--- config.mk ---
export PLATFORM = sky130hd
export DESIGN_NAME = shortest_job_first_scheduler_core
export DESIGN_NICKNAME = d
export VERILOG_FILES = /design/src/sjfs_pkg.sv /design/src/sjfs_front.sv /design/src/sjfs_back.sv /design/src/shortest_job_first_scheduler_core.sv
export VERILOG_INCLUDE_DIRS = /design/src /design/src/src
export SDC_FILE = /design/constraint.sdc
export NUM_CORES = 1
export LEC_CHECK = 0
export BUFFER_PORTS_ARGS = -buffer_cell sky130_fd_sc_hd__buf_2
export CORE_UTILIZATION = 30
export DETAILED_ROUTE_END_ITERATION = 10
export PLACE_DENSITY_LB_ADDON = 0.1
export SYNTH_ARGS = -nofsm -noshare
export SYNTH_HDL_FRONTEND = slang
export SYNTH_SLANG_ARGS = --single-unit
--- constraint.sdc ---
create_clock -name clk -period 12.5 [get_ports clk]
set_input_delay 2.5 -clock clk [delete_from_list [all_inputs] [get_ports clk]]
set_output_delay 2.5 -clock clk [all_outputs]
set_load 0.05 [all_outputs]
--- src/shortest_job_first_scheduler_core_macros.svh ---
// Assertion macros shared by the scheduler RTL.
// Each expands to a labelled concurrent assertion in simulation and to
// nothing in synthesis.
`ifndef SHORTEST_JOB_FIRST_SCHEDULER_CORE_MACROS_SVH
`define SHORTEST_JOB_FIRST_SCHEDULER_CORE_MACROS_SVH

`ifndef SYNTHESIS

// Checked only while out of reset
`define SJFS_ASSERT_RST(lbl, clk, rst_n, prop, msg) \
  lbl: assert property (@(posedge clk) disable iff (!rst_n) prop) else $error(msg);

// Checked on every clock edge
`define SJFS_ASSERT_ALWAYS(lbl, clk, prop, msg) \
  lbl: assert property (@(posedge clk) prop) else $error(msg);

`else

`define SJFS_ASSERT_RST(lbl, clk, rst_n, prop, msg)
`define SJFS_ASSERT_ALWAYS(lbl, clk, prop, msg)

`endif

`endif

--- src/sjfs_pkg.sv ---
`default_nettype none

package sjfs_pkg;

  // Table size
  localparam int TASK_SLOTS = 16;
  localparam int SLOT_W     = (TASK_SLOTS > 1) ? $clog2(TASK_SLOTS) : 1;

  // Field widths
  localparam int ID_W     = 8;
  localparam int BURST_W  = 16;
  localparam int TIME_W   = 32;

  // Command queue between front and back
  localparam int QDEPTH = 2;
  localparam int QPTR_W = (QDEPTH > 1) ? $clog2(QDEPTH) : 1;
  localparam int QCNT_W = $clog2(QDEPTH + 1);

  typedef enum logic {
    CMD_ADD      = 1'b0,
    CMD_DISPATCH = 1'b1
  } cmd_t;

  typedef enum logic [1:0] {
    STAT_OK    = 2'd0,
    STAT_FULL  = 2'd1,
    STAT_EMPTY = 2'd2
  } status_t;

  // One queued command
  typedef struct packed {
    cmd_t                cmd;
    logic [ID_W-1:0]     id;
    logic [BURST_W-1:0]  burst;
  } item_t;

endpackage

`default_nettype wire

--- src/sjfs_front.sv ---
`default_nettype none
`include "shortest_job_first_scheduler_core_macros.svh"

// Front end: takes commands and queues them for the back end
module sjfs_front (
  input  wire logic                          clk,
  input  wire logic                          rst_n,
  input  wire logic                          start,
  output logic                               busy,
  input  wire logic                          in_command,
  input  wire logic [sjfs_pkg::ID_W-1:0]     in_task_id,
  input  wire logic [sjfs_pkg::BURST_W-1:0]  in_burst_length,
  output logic                               q_valid,
  output sjfs_pkg::item_t                    q_item,
  input  wire logic                          q_pop
);

  sjfs_pkg::item_t             fifo_r [sjfs_pkg::QDEPTH];
  logic [sjfs_pkg::QPTR_W-1:0] wr_ptr_r, wr_ptr_nxt;
  logic [sjfs_pkg::QPTR_W-1:0] rd_ptr_r, rd_ptr_nxt;
  logic [sjfs_pkg::QCNT_W-1:0] count_r, count_nxt;
  logic                        push;
  logic                        pop;
  sjfs_pkg::item_t             new_item;

  // Classify the incoming command
  always_comb begin
    new_item.cmd   = sjfs_pkg::cmd_t'(in_command);
    new_item.id    = in_task_id;
    new_item.burst = in_burst_length;
  end

  assign busy    = (count_r == sjfs_pkg::QCNT_W'(sjfs_pkg::QDEPTH));
  assign push    = start && !busy;
  assign q_valid = (count_r != '0);
  assign pop     = q_pop && q_valid;
  assign q_item  = fifo_r[rd_ptr_r];

  // Pointer and fill count updates
  always_comb begin
    wr_ptr_nxt = wr_ptr_r;
    rd_ptr_nxt = rd_ptr_r;
    count_nxt  = count_r;
    if (push) begin
      wr_ptr_nxt = (wr_ptr_r == sjfs_pkg::QPTR_W'(sjfs_pkg::QDEPTH - 1)) ? '0 : wr_ptr_r + 1'b1;
    end
    if (pop) begin
      rd_ptr_nxt = (rd_ptr_r == sjfs_pkg::QPTR_W'(sjfs_pkg::QDEPTH - 1)) ? '0 : rd_ptr_r + 1'b1;
    end
    if (push && !pop) begin
      count_nxt = count_r + 1'b1;
    end else if (pop && !push) begin
      count_nxt = count_r - 1'b1;
    end
  end

  always_ff @(posedge clk) begin
    if (!rst_n) begin
      wr_ptr_r <= '0;
      rd_ptr_r <= '0;
      count_r  <= '0;
    end else begin
      wr_ptr_r <= wr_ptr_nxt;
      rd_ptr_r <= rd_ptr_nxt;
      count_r  <= count_nxt;
    end
  end

  // Queue storage
  always_ff @(posedge clk) begin
    if (push) begin
      fifo_r[wr_ptr_r] <= new_item;
    end
  end

  `SJFS_ASSERT_RST(a_cnt_bound, clk, rst_n, count_r <= sjfs_pkg::QCNT_W'(sjfs_pkg::QDEPTH), "queue count above depth")
  `SJFS_ASSERT_RST(a_cnt_grow, clk, rst_n, (push && !pop) |=> (count_r == $past(count_r) + 1'b1), "queue count did not grow on transfer")

endmodule

`default_nettype wire

--- src/sjfs_back.sv ---
`default_nettype none
`include "shortest_job_first_scheduler_core_macros.svh"

// Back end: scans the task table, executes add or dispatch, reports
module sjfs_back (
  input  wire logic                          clk,
  input  wire logic                          rst_n,
  input  wire logic                          q_valid,
  input  wire sjfs_pkg::item_t               q_item,
  output logic                               q_pop,
  output logic                               out_valid,
  output logic [1:0]                         out_status,
  output logic [sjfs_pkg::ID_W-1:0]          out_chosen_id,
  output logic [sjfs_pkg::BURST_W-1:0]       out_chosen_burst,
  output logic [sjfs_pkg::TIME_W-1:0]        out_elapsed_time,
  output logic [sjfs_pkg::TIME_W-1:0]        out_dispatch_time
);

  typedef enum logic [4:0] {
    ST_IDLE   = 5'b00001,
    ST_SCAN   = 5'b00010,
    ST_LAST   = 5'b00100,
    ST_COMMIT = 5'b01000,
    ST_REPORT = 5'b10000
  } bstate_t;

  localparam int SW = sjfs_pkg::SLOT_W;
  localparam int TW = sjfs_pkg::TIME_W;

  bstate_t                          state_r, state_nxt;
  sjfs_pkg::item_t                  cur_r;
  logic [SW-1:0]                    scan_idx_r;
  logic                             scan_last;

  // Slot storage
  logic [sjfs_pkg::TASK_SLOTS-1:0]  valid_r;
  logic [sjfs_pkg::ID_W-1:0]        mem_id    [sjfs_pkg::TASK_SLOTS];
  logic [sjfs_pkg::BURST_W-1:0]     mem_burst [sjfs_pkg::TASK_SLOTS];
  logic [sjfs_pkg::ID_W-1:0]        rd_id_r;
  logic [sjfs_pkg::BURST_W-1:0]     rd_burst_r;
  logic                             mem_we;

  // Compare stage, registered alongside the slot read data
  logic                             cmp_en_r;
  logic [SW-1:0]                    cmp_idx_r;
  logic                             cmp_vld_r;
  logic                             best_found_r;
  logic [SW-1:0]                    best_idx_r;
  logic [sjfs_pkg::ID_W-1:0]        best_id_r;
  logic [sjfs_pkg::BURST_W-1:0]     best_burst_r;
  logic                             free_found_r;
  logic [SW-1:0]                    free_idx_r;
  logic                             take_best;
  logic                             take_free;

  // Counters
  logic [TW-1:0]                    time_r;
  logic [TW-1:0]                    sw_r;
  logic [TW:0]                      time_sum;
  logic [TW+1:0]                    disp_sum;
  logic [TW-1:0]                    disp_val;

  // Result registers
  logic                             out_valid_r;
  sjfs_pkg::status_t                out_status_r;
  logic [sjfs_pkg::ID_W-1:0]        out_id_r;
  logic [sjfs_pkg::BURST_W-1:0]     out_burst_r;
  logic [TW-1:0]                    out_elapsed_r;
  logic [TW-1:0]                    out_disp_r;

  logic                             is_add;

  assign scan_last = (scan_idx_r == SW'(sjfs_pkg::TASK_SLOTS - 1));
  assign q_pop     = (state_r == ST_IDLE) && q_valid;
  assign is_add    = (cur_r.cmd == sjfs_pkg::CMD_ADD);
  assign mem_we    = (state_r == ST_COMMIT) && is_add && free_found_r;

  // Sequencer
  always_comb begin
    state_nxt = state_r;
    unique case (state_r)
      ST_IDLE:   if (q_valid) state_nxt = ST_SCAN;
      ST_SCAN:   if (scan_last) state_nxt = ST_LAST;
      ST_LAST:   state_nxt = ST_COMMIT;
      ST_COMMIT: state_nxt = ST_REPORT;
      ST_REPORT: state_nxt = ST_IDLE;
      default:   state_nxt = ST_IDLE;
    endcase
  end

  // Running minimum of {burst, id}; strict less keeps the lowest slot on a tie
  assign take_best = cmp_en_r && cmp_vld_r &&
                     (!best_found_r || (rd_burst_r < best_burst_r) ||
                      ((rd_burst_r == best_burst_r) && (rd_id_r < best_id_r)));
  // Lowest free slot
  assign take_free = cmp_en_r && !cmp_vld_r && !free_found_r;

  // Saturating time update
  assign time_sum = {1'b0, time_r} + {{(TW + 1 - sjfs_pkg::BURST_W){1'b0}}, best_burst_r};

  // Dispatcher time from the committed counters
  assign disp_sum = {2'b00, time_r} + {2'b00, sw_r} - (TW + 2)'(1);
  always_comb begin
    if (sw_r == '0) begin
      disp_val = '0;
    end else if (disp_sum[TW+1:TW] != 2'b00) begin
      disp_val = '1;
    end else begin
      disp_val = disp_sum[TW-1:0];
    end
  end

  // Control registers
  always_ff @(posedge clk) begin
    if (!rst_n) begin
      state_r      <= ST_IDLE;
      valid_r      <= '0;
      time_r       <= '0;
      sw_r         <= '0;
      cmp_en_r     <= 1'b0;
      best_found_r <= 1'b0;
      free_found_r <= 1'b0;
      out_valid_r  <= 1'b0;
    end else begin
      state_r     <= state_nxt;
      cmp_en_r    <= (state_r == ST_SCAN);
      out_valid_r <= (state_r == ST_REPORT);
      if (q_pop) begin
        best_found_r <= 1'b0;
        free_found_r <= 1'b0;
      end else begin
        if (take_best) best_found_r <= 1'b1;
        if (take_free) free_found_r <= 1'b1;
      end
      if (state_r == ST_COMMIT) begin
        if (is_add) begin
          if (free_found_r) valid_r[free_idx_r] <= 1'b1;
        end else if (best_found_r) begin
          valid_r[best_idx_r] <= 1'b0;
          time_r <= time_sum[TW] ? '1 : time_sum[TW-1:0];
          if (sw_r != '1) sw_r <= sw_r + 1'b1;
        end
      end
    end
  end

  // Datapath registers
  always_ff @(posedge clk) begin
    if (q_pop) begin
      cur_r      <= q_item;
      scan_idx_r <= '0;
    end else if ((state_r == ST_SCAN) && !scan_last) begin
      scan_idx_r <= scan_idx_r + 1'b1;
    end
    if (state_r == ST_SCAN) begin
      cmp_idx_r <= scan_idx_r;
      cmp_vld_r <= valid_r[scan_idx_r];
    end
    if (take_best) begin
      best_idx_r   <= cmp_idx_r;
      best_id_r    <= rd_id_r;
      best_burst_r <= rd_burst_r;
    end
    if (take_free) begin
      free_idx_r <= cmp_idx_r;
    end
    if (state_r == ST_COMMIT) begin
      if (is_add) begin
        out_status_r <= free_found_r ? sjfs_pkg::STAT_OK : sjfs_pkg::STAT_FULL;
        out_id_r     <= '0;
        out_burst_r  <= '0;
      end else if (best_found_r) begin
        out_status_r <= sjfs_pkg::STAT_OK;
        out_id_r     <= best_id_r;
        out_burst_r  <= best_burst_r;
      end else begin
        out_status_r <= sjfs_pkg::STAT_EMPTY;
        out_id_r     <= '0;
        out_burst_r  <= '0;
      end
    end
    if (state_r == ST_REPORT) begin
      out_elapsed_r <= time_r;
      out_disp_r    <= disp_val;
    end
  end

  // Slot memory: one write port, one registered read port
  always_ff @(posedge clk) begin
    if (mem_we) begin
      mem_id[free_idx_r]    <= cur_r.id;
      mem_burst[free_idx_r] <= cur_r.burst;
    end
    rd_id_r    <= mem_id[scan_idx_r];
    rd_burst_r <= mem_burst[scan_idx_r];
  end

  assign out_valid         = out_valid_r;
  assign out_status        = out_status_r;
  assign out_chosen_id     = out_id_r;
  assign out_chosen_burst  = out_burst_r;
  assign out_elapsed_time  = out_elapsed_r;
  assign out_dispatch_time = out_disp_r;

  `SJFS_ASSERT_RST(a_strobe_single, clk, rst_n, out_valid_r |=> !out_valid_r, "result strobe held for more than one cycle")
  `SJFS_ASSERT_RST(a_one_slot_change, clk, rst_n, 1'b1 |=> ($countones(valid_r ^ $past(valid_r)) <= 1), "more than one slot changed in a cycle")
  `SJFS_ASSERT_RST(a_full_means_full, clk, rst_n, (out_valid_r && (out_status_r == sjfs_pkg::STAT_FULL)) |-> (&valid_r), "full reported with a free slot")

endmodule

`default_nettype wire

--- src/shortest_job_first_scheduler_core.sv ---
`default_nettype none

// Shortest-job-first scheduler. A command is taken when start is high and
// busy is low; its result appears on the out_ ports for exactly one cycle,
// marked by out_valid, and cannot be held off by the receiver. Each command
// scans the whole task table through a slot memory with one read port, one
// slot per cycle, then passes the ST_LAST, ST_COMMIT and ST_REPORT states;
// the back end takes no new command until it is back in ST_IDLE, so a
// command that waits in the queue waits for the one ahead. A two-entry
// command queue sits in front of the back end; busy rises only when it is
// full, so up to two commands can be handed over while one is executing.
module shortest_job_first_scheduler_core (
  input  wire logic                          clk,
  input  wire logic                          rst_n,
  input  wire logic                          start,
  output logic                               busy,
  input  wire logic                          in_command,
  input  wire logic [sjfs_pkg::ID_W-1:0]     in_task_id,
  input  wire logic [sjfs_pkg::BURST_W-1:0]  in_burst_length,
  output logic                               out_valid,
  output logic [1:0]                         out_status,
  output logic [sjfs_pkg::ID_W-1:0]          out_chosen_id,
  output logic [sjfs_pkg::BURST_W-1:0]       out_chosen_burst,
  output logic [sjfs_pkg::TIME_W-1:0]        out_elapsed_time,
  output logic [sjfs_pkg::TIME_W-1:0]        out_dispatch_time
);

  logic             q_valid;
  logic             q_pop;
  sjfs_pkg::item_t  q_item;

  // Command intake and queue
  sjfs_front u_front (
    .clk             (clk),
    .rst_n           (rst_n),
    .start           (start),
    .busy            (busy),
    .in_command      (in_command),
    .in_task_id      (in_task_id),
    .in_burst_length (in_burst_length),
    .q_valid         (q_valid),
    .q_item          (q_item),
    .q_pop           (q_pop)
  );

  // Table scan, execution and reporting
  sjfs_back u_back (
    .clk               (clk),
    .rst_n             (rst_n),
    .q_valid           (q_valid),
    .q_item            (q_item),
    .q_pop             (q_pop),
    .out_valid         (out_valid),
    .out_status        (out_status),
    .out_chosen_id     (out_chosen_id),
    .out_chosen_burst  (out_chosen_burst),
    .out_elapsed_time  (out_elapsed_time),
    .out_dispatch_time (out_dispatch_time)
  );

endmodule

`default_nettype wire
==> After elaboration in Yosys (flattened, before gate mapping) <==
Memory sizes are Yosys's and may differ from the RTL's. A register that Yosys moved wholly into a read port is not among the register bits.
Index checks and enable logic that the tools add are counted.
{ "totals": {"ff_bits": 224, "ramBits": 434, "mem_count": 3, "elab_cells": 119} }
{ "mem_list": {"columns": ["memory", "words", "width", "rd", "rd_clocked_by_memory_dff", "write_ports", "line_no", "rtl"], "rows": [
  ["u_back.mem_burst", 16, 16, 1, 1, 1, "sjfs_back.sv:38", "logic [sjfs_pkg::BURST_W-1:0] mem_burst [sjfs_pkg::TASK_SLOTS];"],
  ["u_back.mem_id", 16, 8, 1, 1, 1, "sjfs_back.sv:37", "logic [sjfs_pkg::ID_W-1:0] mem_id [sjfs_pkg::TASK_SLOTS];"],
  ["u_front.fifo_r", 2, 25, 1, 1, 1, "sjfs_front.sv:18", "sjfs_pkg::item_t fifo_r [sjfs_pkg::QDEPTH];"]
]} }
{ "classes": {"add_sub_neg": 9, "n_eq_ne": 12, "n_reduce_logical": 35, "order_cmp": 7, "mux": 25, "n_bitwise": 5} }
{ "op_table": {"columns": ["operator", "count"], "rows": [
  ["$mux 32", 2],
  ["$mux 16", 3],
  ["$sub 34x1->34 const B", 1],
  ["$add 32x16->33", 1],
  ["$add 32x32->33", 1],
  ["$add 32x1->32 const B", 1],
  ["$logic_not 32->1", 1],
  ["$ne 32x32->1 const B", 1],
  ["$pmux 5 s4", 1],
  ["$and 16x16->16", 1],
  ["$eq 16x16->1", 1],
  ["$lt 16x16->1", 1],
  ["$not 16->16", 1],
  ["$or 16x16->16", 1],
  ["$logic_and 1x1->1", 15],
  ["$lt 4x5->1 const B", 3],
  ["$mux 1", 10],
  ["$mux 5", 2],
  ["$demux 1 s4", 2],
  ["$ge 4x1->1 const B", 2],
  ["$lt 8x8->1", 1],
  ["$mux 2", 4],
  ["$reduce_bool 2->1", 4],
  ["$logic_not 1->1", 7],
  ["20 further kinds", 26]
]} }

==> Depth between registers and ports, before layout <==
Gate-level depths: netlist of the first run.
{ "logic_depth": {"ltp_word": 8, "mapped_depth": 14} }

==> Modules after synthesis <==
From an unflattened synthesis of the first run, not the netlist that was laid out.
{ "hier_totals": {"hier_cells": 1926, "area_unflattened_um2": 29948.7} }
{ "by_module_without_submodules": {"columns": ["mod", "cells_each", "n_inst", "area_per_inst_um2"], "rows": [
  ["sjfs_back", 1823, 1, 27909.3],
  ["sjfs_front", 103, 1, 2039.5]
]} }

==> Worst setup path before layout of the first run <==
Ideal clock, no wire load.
{ "synth_path": {"path_kind": "reg-to-reg", "from": "reg u_back.state_r[1]", "to": "reg u_back.out_disp_r[0] (netlist: u_back.out_dispatch_time[0]), enable pin", "path_buffers": 0, "path_slack_ns": 4.557, "t_arrival_ns": 7.275, "stages_incl_launch_ff": 3, "period_less_slack_ns": 7.943, "cell_sequence": "dfxtp_1 or2_2 nor4b_1"} }
{ "synth_via": {"elab_chain_cells": 1} }
{ "synth_rtl": {"columns": ["item", "line_no", "rtl"], "rows": [
  ["start: declaration", "sjfs_back.sv:30", "bstate_t state_r, state_nxt;"],
  ["start signal: assignment", "sjfs_back.sv:125", "state_r <= state_nxt;"],
  ["$eq 5x5->1", "sjfs_back.sv:182", "if (state_r == ST_REPORT) begin"],
  ["end signal: assignment", "sjfs_back.sv:184", "out_disp_r <= disp_val;"],
  ["end: declaration", "sjfs_back.sv:69", "logic [TW-1:0] out_disp_r;"]
]} }
No other way between the ends.
A chain may end at the register's enable or synchronous reset.

==> Worst setup path in the final report of the first run <==
{ "layout_path": {"from": "reg u_front.count_r[0] (netlist name)", "to": "out busy"} }
{ "layout_via": {"elab_chain_cells": 1} }
{ "layout_rtl": {"columns": ["item", "line_no", "rtl"], "rows": [
  ["start: declaration", "sjfs_front.sv:21", "logic [sjfs_pkg::QCNT_W-1:0] count_r, count_nxt;"],
  ["start signal: assignment", "sjfs_front.sv:65", "count_r <= count_nxt;"],
  ["$eq 2x2->1", "sjfs_front.sv:33", "assign busy = (count_r == sjfs_pkg::QCNT_W'(sjfs_pkg::QDEPTH));"],
  ["end: declaration", "shortest_job_first_scheduler_core.sv:16", "output logic busy,"]
]} }
No other way between the ends.

==> out/results.tsv, run 1 <==
metric	value	unit
status	finished, final reports clean	
ys_ff_latch	707	
fin_worst_skew	0.02228	ns
ant_nets	0	
synth_area_leaders	edfxtp_1 59%, mux4_2 9.4%, dfxtp_1 8.1%, ha_1 3.2%, nor2_1 1.8%	
cp_cell_sequence	nand2b_1, inv_1, buf_2	
finish.net_count	2197	
drc	0	
path_buf_inv	2	
area_growth	16.49	%
drt-vias-per-instance	4.891	
dp_cells	3294	
syn_nets	2031	
grt_pass1_vias	17316	
gp_congestion	0.8015	
cp_top_family	buffers and inverters	
ys_seq_area_frac	0.6717	
grt_max_degree	66	
syn_area_per_cell	15.48	um^2
rsz0062_at_grt	false	
wl	76420	um
fin_cells	3444	
report.final.slew_viol_count	0	
power.leakage	11.96	nW
synthArstFlopShare	0	
layout_setup_ws	8.421	ns
filler_cell_count	9472	
core_area	98420	um^2
ys_warn_count	0	
dp_hpwl	49450	um
cts.sinks	707	
dpl_worst_slack	8.317	ns
track_usage	0.1530	
synth_flop_cell	edfxtp_1	
clkTransAtPathRegs	0.06	ns
hp-class	flop to flop	
die_w	317.2	um
design_area	34720	um^2
syn_inst	1925	
critPathSlowestCell	dfxtp_1	
row_count	115	
period_share	0.3263	
cp_data_arrival_time	1.58	ns
final_layout_size_suffix_gt1_frac	0.2221	
firstDrtPassIters	5	
initial_core_util	0.3028	
crit_type	flop to primary output	
synth_top_area_cell	edfxtp_1	
clockRootBuffer	clkbuf_16	
cts_buffers	82	
numPortBuffers	119	
grt_pass1_wl	113000	um
cts_resized	0	
placed_area	32070	um^2
total_power	6.001	mW
start_kind	flop	
cp_slowest_stage_delay	0.36	ns
wire_per_inst	22.19	um
cts_buffer_depth	3	
insertion_delay	0.66	ns
fin_setup_tns	0	ns
vias	16843	
tightestPinTransition	1.218	ns
grt_overflow	0	
yosysTopAreaCellShare	0.5905	
drv_cap	0	
pin_count	120	
final_util	0.3527	
syn_area	29800	um^2
synth_cell_types	82	
hold_viol_final	0	
powerDensity	172.9	nW/um^2
fp.dieH	317.2	um
cp.required	10.00	ns
max_slew_margin	0.1875	
antennaDiodeCount	0	
cts_setup_buffers	0	
peakVddDrop	0.1027	mV
final.min_clock_period	4.079	ns
cts_tree	yes	
die_area	100600	um^2
synth_edf_count	586	
setup_viol	0	
worstPathMaxFanout	5	
drt_iter0_drc	1167	
htreeDepth	3	
cts_hold_buf	0	
endpoint_kind	primary output	
fmax	0.2452	GHz
hold_ws	0.4375	ns
grt_antenna_before_repair	0	
==> path summary, 6_finish.rpt <==
path | cells past startpoint | slack (ns) | startpoint | endpoint
max | 3 | 8.42 | u_front.count_r[0]$_SDFFE_PN0P_ | busy
min | 0 | 0.44 | u_back.rd_id_r[5]$_DFF_P_ | u_back.best_id_r[5]$_DFFE_PP_
max reg2reg | 12 | 8.44 | u_back.time_r[1]$_SDFFE_PN0P_ | u_back.out_dispatch_time[28]$_SDFFCE_PN0P_
min reg2reg | 0 | 0.44 | u_back.rd_id_r[5]$_DFF_P_ | u_back.best_id_r[5]$_DFFE_PP_
==> placed cells by master, fill, tap and decap left out, drive strengths merged, types with 4 or more instances in the layout <==
| cell type | Yosys | final |
|---|---|---|
| a211oi | 8 | 8 |
| a21o | 25 | 25 |
| a21oi | 86 | 86 |
| a311oi | 6 | 6 |
| a31oi | 16 | 16 |
| and2 | 13 | 13 |
| and3 | 18 | 18 |
| and4 | 10 | 10 |
| buf | 24 | 155 |
| clkbuf | 49 | 105 |
| clkinv | 0 | 36 |
| clkinvlp | 0 | 5 |
| dfxtp | 121 | 121 |
| edfxtp | 586 | 586 |
| ha | 76 | 76 |
| inv | 56 | 57 |
| mux2 | 25 | 25 |
| mux2i | 5 | 5 |
| mux4 | 125 | 125 |
| nand2 | 77 | 77 |
| nand2b | 14 | 14 |
| nand3 | 49 | 49 |
| nand3b | 6 | 6 |
| nand4 | 27 | 27 |
| nor2 | 143 | 143 |
| nor2b | 9 | 9 |
| nor3 | 23 | 23 |
| nor3b | 4 | 4 |
| nor4 | 17 | 17 |
| nor4b | 5 | 5 |
| o211ai | 10 | 10 |
| o21a | 15 | 15 |
| o21ai | 92 | 92 |
| o21bai | 4 | 4 |
| o31a | 4 | 4 |
| o31ai | 8 | 8 |
| or2 | 9 | 9 |
| or3 | 11 | 11 |
| xnor2 | 54 | 54 |
| xor2 | 50 | 50 |
==> power breakdown <==
part | switching, mW | internal, mW
registers | 0.227 | 2.85
logic | 0.300 | 0.301
clock network | 0.992 | 1.33
==> registers in the layout, summed over array words and instances, names as in the netlist, 25 cells and up <==
register                  cells
u_back.sw_r                  32
u_back.out_dispatch_time     32
u_back.out_elapsed_time      32
u_front.fifo_r               50
u_back.cur_r                 25
u_back.time_r                32
u_back.mem_id               128
u_back.mem_burst            256
==> synth_stat cells (14+ instances only) <==
cell / instances
edfxtp_1: 586
clkbuf_1: 49
mux2_2: 25
nor2_1: 143
dfxtp_1: 121
nor4_1: 16
nand4_1: 27
ha_1: 76
inv_1: 55
a21oi_1: 85
o21ai_1: 39
xnor2_1: 54
nand2b_1: 14
and3_1: 18
nand2_1: 77
mux4_2: 125
xor2_1: 50
nor3_1: 22
nand3_1: 49
o21ai_0: 53
a21o_1: 25
buf_1: 18
o21a_1: 15
a31oi_1: 15
==> worst reg2reg max path, cell delays in order, from the launching register on <==
cell and delay [ns]:
dfxtp_1 0.51, inv_1 0.21, fa_1 0.46, nor2b_1 0.17
o31a_1 0.19, nor2_1 0.10, o31a_1 0.34, o211ai_1 0.40
nand3b_2 0.21, nor4b_4 0.48, a41oi_1 0.18, a21bo_4 0.41
o31ai_1 0.14
==> layout make-up <==
class	instances	area, um^2	share of cell area
flip-flops and latches	707	20030	0.5769
multi-input cells	1089	9360	0.2696
clock buffers	105	2210	0.06365
well taps	1287	1610	0.04638
repair buffers	155	865.8	0.02494
clock inverters	45	431.7	0.01243
inverters	56	210.2	0.006055
==> cell families after synthesis <==
logic type      synth area share
fa+ha+maj                0.03325
mux                       0.1056
simple gates             0.07717
compound gates           0.06470
xor+xnor                 0.03056
buf+inv                  0.01700
flops                     0.6717
==> layer usage <==
layer / global-route usage / vias to the layer above / part of all wire
met1: 0.2000 / 8586 / 0.45
met2: 0.2628 / 314 / 0.50
li1: - / 7839 / -
met4: 0.04263 / 0 / 0.022
met5: 0 / - / 0
met3: 0.02309 / 104 / 0.033
Note: power is estimated with default switching activity, not from simulation.
==> inputs of run 2 (changes only) <==
Clock period 12.5 ns to 4.3 ns, I/O delays scaled along.
==> out/results.tsv, run 2 (synthesis results as in run 1) <==
metric	value	unit	change
initial_core_util	0.3028		unchanged
fin_worst_skew	0.02871	ns	+0.006425 ns
r2r_start	u_back.sw_r[0]$_SDFFE_PN0P_		
wire_per_inst	22.08	um	-0.50%
start_kind	flop		
hold_viol_final	0		unchanged
core_area	98420	um^2	unchanged
numPortBuffers	119		unchanged
endpoint_kind	flop		
status	finished, final reports clean		
cts_buffer_depth	3		unchanged
tightestPinTransition	1.157	ns	-0.06047 ns
cts.sinks	707		unchanged
final_cell_mix	586 x edfxtp_1, 128 x nor2_1, 125 x mux4_2		
final_layout_size_suffix_gt1_frac	0.2270		+0.004935
setup_viol	0		unchanged
area_growth	17.52	%	
ant_nets	0		unchanged
grt_pass1_vias	17560		+1.4%
finish.net_count	2225		+1.3%
drc	0		unchanged
die_area	100600	um^2	unchanged
worstSetupStartpoint	u_back.sw_r[0]$_SDFFE_PN0P_		
grt_antenna_before_repair	3		+3
max_flop_register	u_back.mem_burst		
largest_register_ffs	256		unchanged
cp_cell_sequence	ha_1, inv_1, fa_1, nor2b_1, o31a_1, nor2_1, o31a_1, o211ai_1, nand3b_2, or4b_1, nor4_1, xor2_1, o21ai_1		
clockRootBuffer	clkbuf_16		
rr_endpoint	u_back.out_dispatch_time[30]$_SDFFCE_PN0P_		
cp.required	4.68	ns	-5.32 ns
fin_setup_tns	0	ns	unchanged
clkTransAtPathRegs	0.06	ns	about the same
wl	76680	um	+0.34%
pin_count	120		unchanged
reg2reg_depth	13		+1
grt_max_degree	66		unchanged
die_w	317.2	um	unchanged
powerDensity	502.7	nW/um^2	+190%
cp_slowest_stage_delay	0.56	ns	+0.20 ns
cts_hold_buf	0		unchanged
vias	17109		+1.6%
fmax	0.2531	GHz	
drt-vias-per-instance	4.926		+0.73%
cts_tree	yes		
htreeDepth	3		unchanged
final.min_clock_period	3.952	ns	
cts_setup_buffers	0		unchanged
drv_cap	0		unchanged
grt_pass1_wl	113800	um	+0.71%
track_usage	0.1533		+0.0003143
r2r_setup_slack	0.35	ns	-8.09 ns
worstPathMaxFanout	5		unchanged
power.leakage	12.13	nW	+1.4%
final_util	0.3558		+0.003115
hp-class	input port to flop		
cts_resized	0		unchanged
gp_congestion	0.8548		+6.7%
peakVddDrop	0.2670	mV	+160%
fp.dieH	317.2	um	unchanged
critPathSlowestCell	or4b_1		
path_common_cell	o31a_1		
row_count	115		unchanged
endpoint	u_back.out_dispatch_time[30]$_SDFFCE_PN0P_		
rsz0062_at_grt	false		
firstDrtPassIters	5		unchanged
hp-start	in_burst_length[1]		
grt_overflow	0		unchanged
report.final.slew_viol_count	0		unchanged
drt_iter0_drc	1034		-11%
final_common_cell	edfxtp_1		
filler_cell_count	9520		+0.51%
crit_type	flop to flop		
cp_data_arrival_time	4.33	ns	+2.75 ns
insertion_delay	0.66	ns	about the same
period_share	0.9190		
cts_buffers	85		+3.7%
dp_hpwl	49680	um	+0.47%
max_slew_margin	0.2286		+0.04119
top_regs	u_back.mem_burst (256), u_back.mem_id (128), u_front.fifo_r (50)		
## run 2: changes by cell type in the layout (fill, tap and decap cells not counted), moves of 2 or more
cell | previous run | this run
clkinvlp_4 | 5 | 1
clkinv_16 | 4 | 2
buf_4 | 36 | 55
clkbuf_16 | 83 | 86
clkinv_1 | 12 | 20
clkbuf_1 | 17 | 20
clkinv_4 | 2 | 0
clkinv_8 | 1 | 3
clkinv_2 | 17 | 11
clkbuf_8 | 5 | 1
buf_12 | 0 | 6
inv_6 | 0 | 3
## run 2: cell type report
cell class                 count  area [um^2]  share of cell area
sequential                   707        20030              0.5719
multi-input combinational   1089         9369              0.2675
clock buffer                 107         2241             0.06398
tap                         1287         1610             0.04598
timing repair buffer         180         1129             0.03222
clock inverter                46        432.9             0.01236
inverter                      56        210.2            0.006002
antenna                        1        2.502          0.00007145
## run 2: worst min path at each step
stage / to / slack (ns) / depth (start not counted)
after detailed placement: u_back.best_id_r[0]$_DFFE_PP_ / 0.42 / 0
final: u_front.fifo_r[0][1]$_DFFE_PP_ / 0.39 / 1
after CTS: u_front.fifo_r[0][1]$_DFFE_PP_ / 0.33 / 1
after global placement: u_back.best_id_r[0]$_DFFE_PP_ / 0.41 / 0
after floorplan: u_back.best_id_r[0]$_DFFE_PP_ / 0.40 / 0
after global routing: u_front.fifo_r[1][1]$_DFFE_PP_ / 0.35 / 1
## run 2: per-layer routing
layer,wire [um],GRT usage
met5,0,0
met4,1760,0.04437
met3,2595,0.02596
met2,38260,0.2644
met1,34060,0.1971
## run 2: through the flow
stage	hold WS (ns)	cell area [um^2]	total power, mW	worst slack [ns]	std cells
final	0.3899	35020	17.61	0.3483	3473
after global routing	0.3478	35020	18.35	0.01051	3472
after CTS	0.3319	35020	17.92	0.3011	3472
after detailed placement	0.4202	32350	10.96	0.3201	3319
after global placement	0.4101	32350	10.90	0.3010	3319
after floorplan	0.3995	29820	10.10	0.2668	1925
## run 2: critical path, delay by kind of cell, from the launching register on
kind                       cells  cell delay (ns)
AOI/OAI and AO/OA              4             1.01
and+or+nand+nor                5             1.39
buffers and inverters          1             0.06
xor gates and xnor gates       1             0.19
adders and majority gates      2             0.61
DFF                            1             0.40
## run 2: where the power goes
part / switching (mW) / internal, mW
sequential: 0.622 / 8.30
clock: 2.90 / 3.96
combinational: 0.912 / 0.907
